==> config.mk <==
export PLATFORM = sky130hd
export DESIGN_NAME = three_term_recurrence_checksum
export DESIGN_NICKNAME = d
export VERILOG_FILES = /design/src/rtl/core/ttrc_pkg.sv /design/src/rtl/core/ttrc_step.sv /design/src/rtl/core/three_term_recurrence_checksum.sv
export SDC_FILE = /design/constraint.sdc
export NUM_CORES = 1
export LEC_CHECK = 0
export BUFFER_PORTS_ARGS = -buffer_cell sky130_fd_sc_hd__buf_4
export CAP_MARGIN = 20
export CORE_MARGIN = 8
export CORE_UTILIZATION = 35
export CTS_CLUSTER_DIAMETER = 40
export DETAILED_ROUTE_END_ITERATION = 8
export GPL_ROUTABILITY_DRIVEN = 0
export GPL_TIMING_DRIVEN = 0
export PLACE_DENSITY = 0.51
export SETUP_SLACK_MARGIN = 0.2
export SYNTH_ARGS = -nofsm -noshare
export SYNTH_HDL_FRONTEND = slang
export SYNTH_SLANG_ARGS = --single-unit
==> constraint.sdc <==
create_clock -name clk -period 17.5 [get_ports clk]
set_input_delay 3.5 -clock clk [delete_from_list [all_inputs] [get_ports clk]]
set_output_delay 3.5 -clock clk [all_outputs]
set_load 0.05 [all_outputs]
==> src/rtl/core/ttrc_pkg.sv <==
`timescale 1ns / 1ps
`default_nettype none
// ----------------------------------------------------------------------------
// ttrc_pkg
// Types and constants shared by the three-term recurrence checksum block.
// ----------------------------------------------------------------------------
package ttrc_pkg;

  localparam int unsigned BYTE_W  = 8;
  localparam int unsigned TERM_W  = 16;
  localparam int unsigned INDEX_W = 8;

  localparam logic [4:0]        ALPHA_MUL    = 5'd17;
  localparam logic [4:0]        BETA_MUL     = 5'd31;
  localparam logic [TERM_W-1:0] CK_MOD       = 16'd65535;
  localparam logic [3:0]        FIRST_OFFSET = 4'd7;

  // Recurrence state carried from one byte to the next.
  typedef struct packed {
    logic [TERM_W-1:0]  older_term;
    logic [TERM_W-1:0]  newer_term;
    logic [INDEX_W-1:0] byte_index;
    logic               at_message_start;
  } ttrc_state_t;

  localparam ttrc_state_t STATE_RESET = '{
    older_term:       16'd1,
    newer_term:       16'd0,
    byte_index:       8'd0,
    at_message_start: 1'b1
  };

endpackage : ttrc_pkg
`default_nettype wire

==> src/rtl/core/ttrc_step.sv <==
`timescale 1ns / 1ps
`default_nettype none
// ----------------------------------------------------------------------------
// ttrc_step
// One recurrence step: folds a byte into the state, reducing mod 65535; a message's first byte seeds the state.
// ----------------------------------------------------------------------------
module ttrc_step (
  input  wire logic [ttrc_pkg::BYTE_W-1:0] data_byte,
  input  wire ttrc_pkg::ttrc_state_t       state_cur,
  output ttrc_pkg::ttrc_state_t            state_nxt
);

  logic [12:0] alpha_full;
  logic [12:0] beta_full;
  logic [7:0]  alpha;
  logic [7:0]  beta;
  logic [8:0]  weight;
  logic [24:0] plus_term;
  logic [23:0] minus_term;
  logic        no_wrap;
  logic [24:0] diff;
  logic [16:0] fold;
  logic [15:0] reduced;
  logic [15:0] step_term;

  assign alpha_full = {5'd0, state_cur.byte_index} * {8'd0, ttrc_pkg::ALPHA_MUL};
  assign beta_full  = {5'd0, state_cur.byte_index} * {8'd0, ttrc_pkg::BETA_MUL};
  assign alpha      = alpha_full[7:0];
  assign beta       = beta_full[7:0];
  assign weight     = {1'b0, data_byte} + {1'b0, alpha};

  assign plus_term  = {16'd0, weight} * {9'd0, state_cur.newer_term};
  assign minus_term = {16'd0, beta} * {8'd0, state_cur.older_term};
  assign no_wrap    = plus_term >= {1'b0, minus_term};
  assign diff       = no_wrap ? (plus_term - {1'b0, minus_term})
                              : ({1'b0, minus_term} - plus_term);

  // 2^16 == 1 mod 65535: add the high part into the low part, then one subtract.
  assign fold    = {1'b0, diff[15:0]} + {8'd0, diff[24:16]};
  assign reduced = (fold >= {1'b0, ttrc_pkg::CK_MOD})
                   ? 16'(fold - {1'b0, ttrc_pkg::CK_MOD}) : fold[15:0];

  // Negative difference wraps mod 2^64, which is 1 - deficit mod 65535.
  always_comb begin
    if (no_wrap) begin
      step_term = reduced;
    end else if (reduced == 16'd0) begin
      step_term = 16'd1;
    end else begin
      step_term = 16'(~reduced + 16'd1);
    end
  end

  always_comb begin
    if (state_cur.at_message_start) begin
      state_nxt.older_term       = 16'd1;
      state_nxt.newer_term       = {8'd0, data_byte} + {12'd0, ttrc_pkg::FIRST_OFFSET};
      state_nxt.byte_index       = 8'd1;
      state_nxt.at_message_start = 1'b0;
    end else begin
      state_nxt.older_term       = state_cur.newer_term;
      state_nxt.newer_term       = step_term;
      state_nxt.byte_index       = state_cur.byte_index + 8'd1;
      state_nxt.at_message_start = 1'b0;
    end
  end

endmodule : ttrc_step
`default_nettype wire

==> src/rtl/core/three_term_recurrence_checksum.sv <==
`timescale 1ns / 1ps
`default_nettype none
// ----------------------------------------------------------------------------
// three_term_recurrence_checksum
// Byte-stream checksum built on a three-term recurrence, one result per message.
// ----------------------------------------------------------------------------
// Send a message one byte per item with in_last_byte high on its final byte;
// one out_checksum item follows each message. The block takes one byte per
// clock while no final byte waits: a byte sits in the input register and is
// folded into the recurrence state from there (a 9x16 multiply, a subtract
// and an end-around mod 65535 fold), which is the loop that sets the rate.
// A checksum is written to the output register as its last byte leaves the
// input register, and is held there while out_stall is high; later non-final
// bytes keep flowing, and only a further final byte waits for it to free up.
// ----------------------------------------------------------------------------
module three_term_recurrence_checksum (
  input  wire logic                         clk,
  input  wire logic                         rst_n,
  input  wire logic                         in_valid,
  output logic                              in_stall,
  input  wire logic [ttrc_pkg::BYTE_W-1:0]  in_data_byte,
  input  wire logic                         in_last_byte,
  output logic                              out_valid,
  input  wire logic                         out_stall,
  output logic [ttrc_pkg::TERM_W-1:0]       out_checksum
);

  logic                           in_valid_r;
  logic [ttrc_pkg::BYTE_W-1:0]    in_byte_r;
  logic                           in_last_r;
  ttrc_pkg::ttrc_state_t          state_r;
  ttrc_pkg::ttrc_state_t          state_nxt;
  logic                           out_valid_r;
  logic [ttrc_pkg::TERM_W-1:0]    out_checksum_r;
  logic                           out_free;
  logic                           commit;
  logic                           in_load;

  ttrc_step u_step (
    .data_byte (in_byte_r),
    .state_cur (state_r),
    .state_nxt (state_nxt)
  );

  assign out_free = !out_valid_r || !out_stall;
  // A final byte needs the output register; other bytes always advance.
  assign commit   = in_valid_r && (!in_last_r || out_free);
  assign in_stall = in_valid_r && !commit;
  assign in_load  = in_valid && !in_stall;

  always_ff @(posedge clk) begin
    if (!rst_n) begin
      in_valid_r  <= 1'b0;
      state_r     <= ttrc_pkg::STATE_RESET;
      out_valid_r <= 1'b0;
    end else begin
      if (in_load) begin
        in_valid_r <= 1'b1;
      end else if (commit) begin
        in_valid_r <= 1'b0;
      end

      if (commit) begin
        // Restart the recurrence after the final byte.
        state_r <= in_last_r ? ttrc_pkg::STATE_RESET : state_nxt;
      end

      if (commit && in_last_r) begin
        out_valid_r <= 1'b1;
      end else if (!out_stall) begin
        out_valid_r <= 1'b0;
      end
    end
  end

  always_ff @(posedge clk) begin
    if (in_load) begin
      in_byte_r <= in_data_byte;
      in_last_r <= in_last_byte;
    end
    if (commit && in_last_r) begin
      out_checksum_r <= state_nxt.newer_term;
    end
  end

  assign out_valid    = out_valid_r;
  assign out_checksum = out_checksum_r;

endmodule : three_term_recurrence_checksum
`default_nettype wire

==> flow_summary_export.csv <==
group,metric,value,unit
logic_synthesis,ys_dominant_reg_cell,"dfxtp_1",
layout,area_growth,8.29,%
routing,drtIter0Drc,777,
cts,clock-sinks,68,
sta,slew_viol_final,0,
sta,fin_crit,16.20,ns
floorplanning,rows,77,
floorplanning,io_pins,31,
logic_synthesis,syn-num-nets,2248,
floorplanning,coreArea,44200,µm²
routing,wl_per_cell,18.4,µm
worst_setup_path,crit_type,"reg -> reg",
logic_synthesis,yosysTopAreaCell,"fa_1",
sta,fin_ws,1.30,ns
logic_synthesis,yosys_warnings,0,
cts,clk_pin_slew_worst_paths,0.07,ns
layout,seq_area,1620,µm²
routing,drtPass1Iterations,5,
worst_setup_path,cpPeakStageDelay,0.59,ns
sta,tightest_slew,1.00,ns
worst_setup_path,crit_buf_inv,13,
logic_synthesis,yosysTopAreaCellShare,25.1,%
worst_hold_path,hp-start,"out_valid",
cts,clockRootBuffer,"clkbuf_16",
worst_setup_path,r2r_slack,1.30,ns
global_route,grt_pass1_wl,72000,µm
floorplanning,dieArea,51900,µm²
cts,cts_tree,"built",
sta,clock_skew,0.00957,ns
layout,multiInputGateArea,12600,µm²
worst_setup_path,critPathLaunchType,"register",
sta,period_share,92.6,%
logic_synthesis,synth_seq_cells,68,
worst_setup_path,critical_path.max_fanout,10,
worst_setup_path,worstSetupEndpointType,"register",
worst_setup_path,slowest_stage,"fa_1",
cts,clk_path_buf_depth,2,
sta,setup_tns,0,ns
run,maxCapViolCount,0,
global_route,grt_use_total,17.2,%
worst_hold_path,min_path_type,"reg -> reg",
sta,report.final.hold_viol_count,0,
routing,vias_per_cell,5.09,
cts,clock_latency,0.34,ns
sta,slew_headroom,32.6,%
sta,setup_viol,0,
placement,place_inst,2489,
worst_setup_path,cpMostUsedCell,"fa_1",
cts,cts_buffers,9,
routing,vias,12800,
logic_synthesis,synth_area,15700,µm²
logic_synthesis,synth_area_leaders,"fa_1 25%, ha_1 14%, inv_1 7.3%",
floorplanning,die_w,228,µm
logic_synthesis,ys_types,84,
global_route,grt-ovfl-total,0,
layout,diodes,0,
placement,portBuffers,29,
worst_hold_path,holdPathStages,2,
layout,nets,2289,
logic_synthesis,synth_cells,1868,
placement,dp_hpwl,38700,µm
layout,filler_cell_count,4593,
sta,rsz0062_at_grt,"no",
sta,whs,0.510,ns
global_route,antenna_found_initial,0,
worst_setup_path,r2r_end,"state_r[9]",
worst_setup_path,reg2reg_depth,65,
logic_synthesis,async_flop_share,0,%
routing,drc,0,
worst_setup_path,critPathArrivalTime,16.48,ns
worst_setup_path,cp_top_family,"compound AO/OA/AOI/OAI gates",
floorplanning,die_h,228,µm
routing,drt-total-wl,46000,µm
cts,cts_max_level,3,
logic_synthesis,seq_area_frac_synth,10.3,%
floorplanning,initial_core_util,35.5,%
routing,ant_nets,0,
worst_hold_path,min_to,"out_valid",
run_status,status,"completed",
worst_setup_path,r2r-start,"state_r[3]",
global_route,grt_max_degree,17,
sta,max_clock_freq,0.0617,GHz
placement,dp_slack,0.126,ns
worst_setup_path,crit_required,17.77,ns
layout,layout-drive-gt1-share,6.01,%
layout,fin_cells,2506,
logic_synthesis,synth_edf_count,25,
global_route,grt_pass1_vias,12900,
logic_synthesis,avgSynthCellArea,8.40,µm²
-- worst max-delay path by stage --
stage | cells past startpoint | slack, ns | startpoint | end
floorplan | 64 | 3.03 | state_r[2] | out_checksum[11]
global placement | 64 | 0.17 | state_r[2] | out_checksum[13]
detailed placement | 62 | 0.13 | state_r[2] | out_checksum[11]
CTS | 63 | 0.39 | state_r[2] | out_checksum[11]
global route | 66 | 0.22 | state_r[2] | state_r[24]
finish | 65 | 1.30 | state_r[3] | state_r[9]
-- worst reg2reg max path: cells and delay by family, from the launching register on --
kind	cells	cell delay [ns]
flip-flops	1	0.50
multiplexers	3	0.94
XOR/XNOR	3	0.58
adder cells (fa/ha/maj)	11	4.76
AO/OA/AOI/OAI	30	6.11
buffers and inverters	13	1.98
AND/OR/NAND/NOR	5	1.24
-- area by class of cell --
cell class | instances | share of cell area, %
buffer | 79 | 2.22
clock buffer | 10 | 1.47
clock inverter | 6 | 0.302
inverter | 304 | 6.71
multi-input combinational | 1417 | 74.1
sequential | 68 | 9.52
tap | 592 | 4.36
timing repair buffer | 30 | 1.32
-- cell usage after synthesis, drive strengths merged (12+ instances only) --
master / instances
a21o: 31
a21oi: 107
a22oi: 20
a31oi: 16
and2: 127
buf: 24
clkbuf: 55
dfxtp: 43
edfxtp: 25
fa: 197
ha: 170
inv: 304
mux2i: 13
nand2: 204
nand2b: 16
nand3: 20
nand4: 12
nor2: 60
nor2b: 55
nor3: 23
o211ai: 17
o21ai: 47
o21bai: 34
xnor2: 81
xor2: 47
-- cell families after synthesis --
family	count (synthesis)	share of synthesized area [%]
simple gates	554	18.0
buf+inv	383	9.63
fa+ha+maj	367	38.7
compound gates	353	15.2
xor+xnor	128	7.24
flops	68	10.3
mux	15	0.996
-- stage by stage --
| step | utilization, % | cell area [µm²] |
|---|---|---|
| 2_1_floorplan | - | 15700 |
| 3_3_place_gp | 37.7 | 16700 |
| 3_5_place_dp | 37.7 | 16700 |
| 4_1_cts | 38.4 | 17000 |
| 5_1_grt | 38.4 | 17000 |
| 6_report | 38.4 | 17000 |
-- routing by layer --
metal	GRT usage, %	vias to the layer above	wire length [µm]
met1	24.3	6361	22300
met3	1.39	37	1330
li1	-	6143	-
met4	3.39	0	785
met5	0	-	0
met2	28.6	222	21600
-- flip-flops by register name, indices dropped and copies added (netlist names) --
name,count
out_valid,1
out_checksum,16
state_r,41
in_valid_r,1
in_byte_r,8
in_last_r,1
-- timing repair --
action / CTS / global route
hold buffers: 0 / 0
pin swaps: 0 / 1
resized for setup: 3 / 16
setup buffers: 0 / 1
setup endpoints to repair: 13 / 32
-- cell usage in the layout (no fill, tap or decap), types with 5 or more instances in the layout --
master,netlist,routed
a211o_1,6,6
a211oi_1,5,5
a21boi_0,6,6
a21o_1,31,31
a21oi_1,104,104
a22o_1,8,8
a22oi_1,20,20
a31o_2,5,5
a31oi_1,16,16
and2_1,125,125
and3_1,6,6
buf_2,4,5
buf_4,12,42
clkbuf_1,54,50
clkbuf_16,0,10
clkbuf_2,1,5
dfxtp_1,43,38
dfxtp_2,0,5
edfxtp_1,25,25
fa_1,197,197
ha_1,170,170
inv_1,304,304
mux2i_1,13,12
nand2_1,202,202
nand2b_1,16,16
nand3_1,18,18
nand4_1,11,11
nor2_1,60,59
nor2b_1,55,55
nor3_1,22,22
o2111ai_1,5,5
o211ai_1,17,17
o21a_1,7,7
o21ai_0,39,38
o21ai_1,8,9
o21bai_1,34,34
o31ai_1,9,9
or3_1,5,5
xnor2_1,80,78
xor2_1,46,46
Power is left out: the tool's default activity adds up to more than one toggle a clock period on the data nets, which glitch-free logic cannot reach.
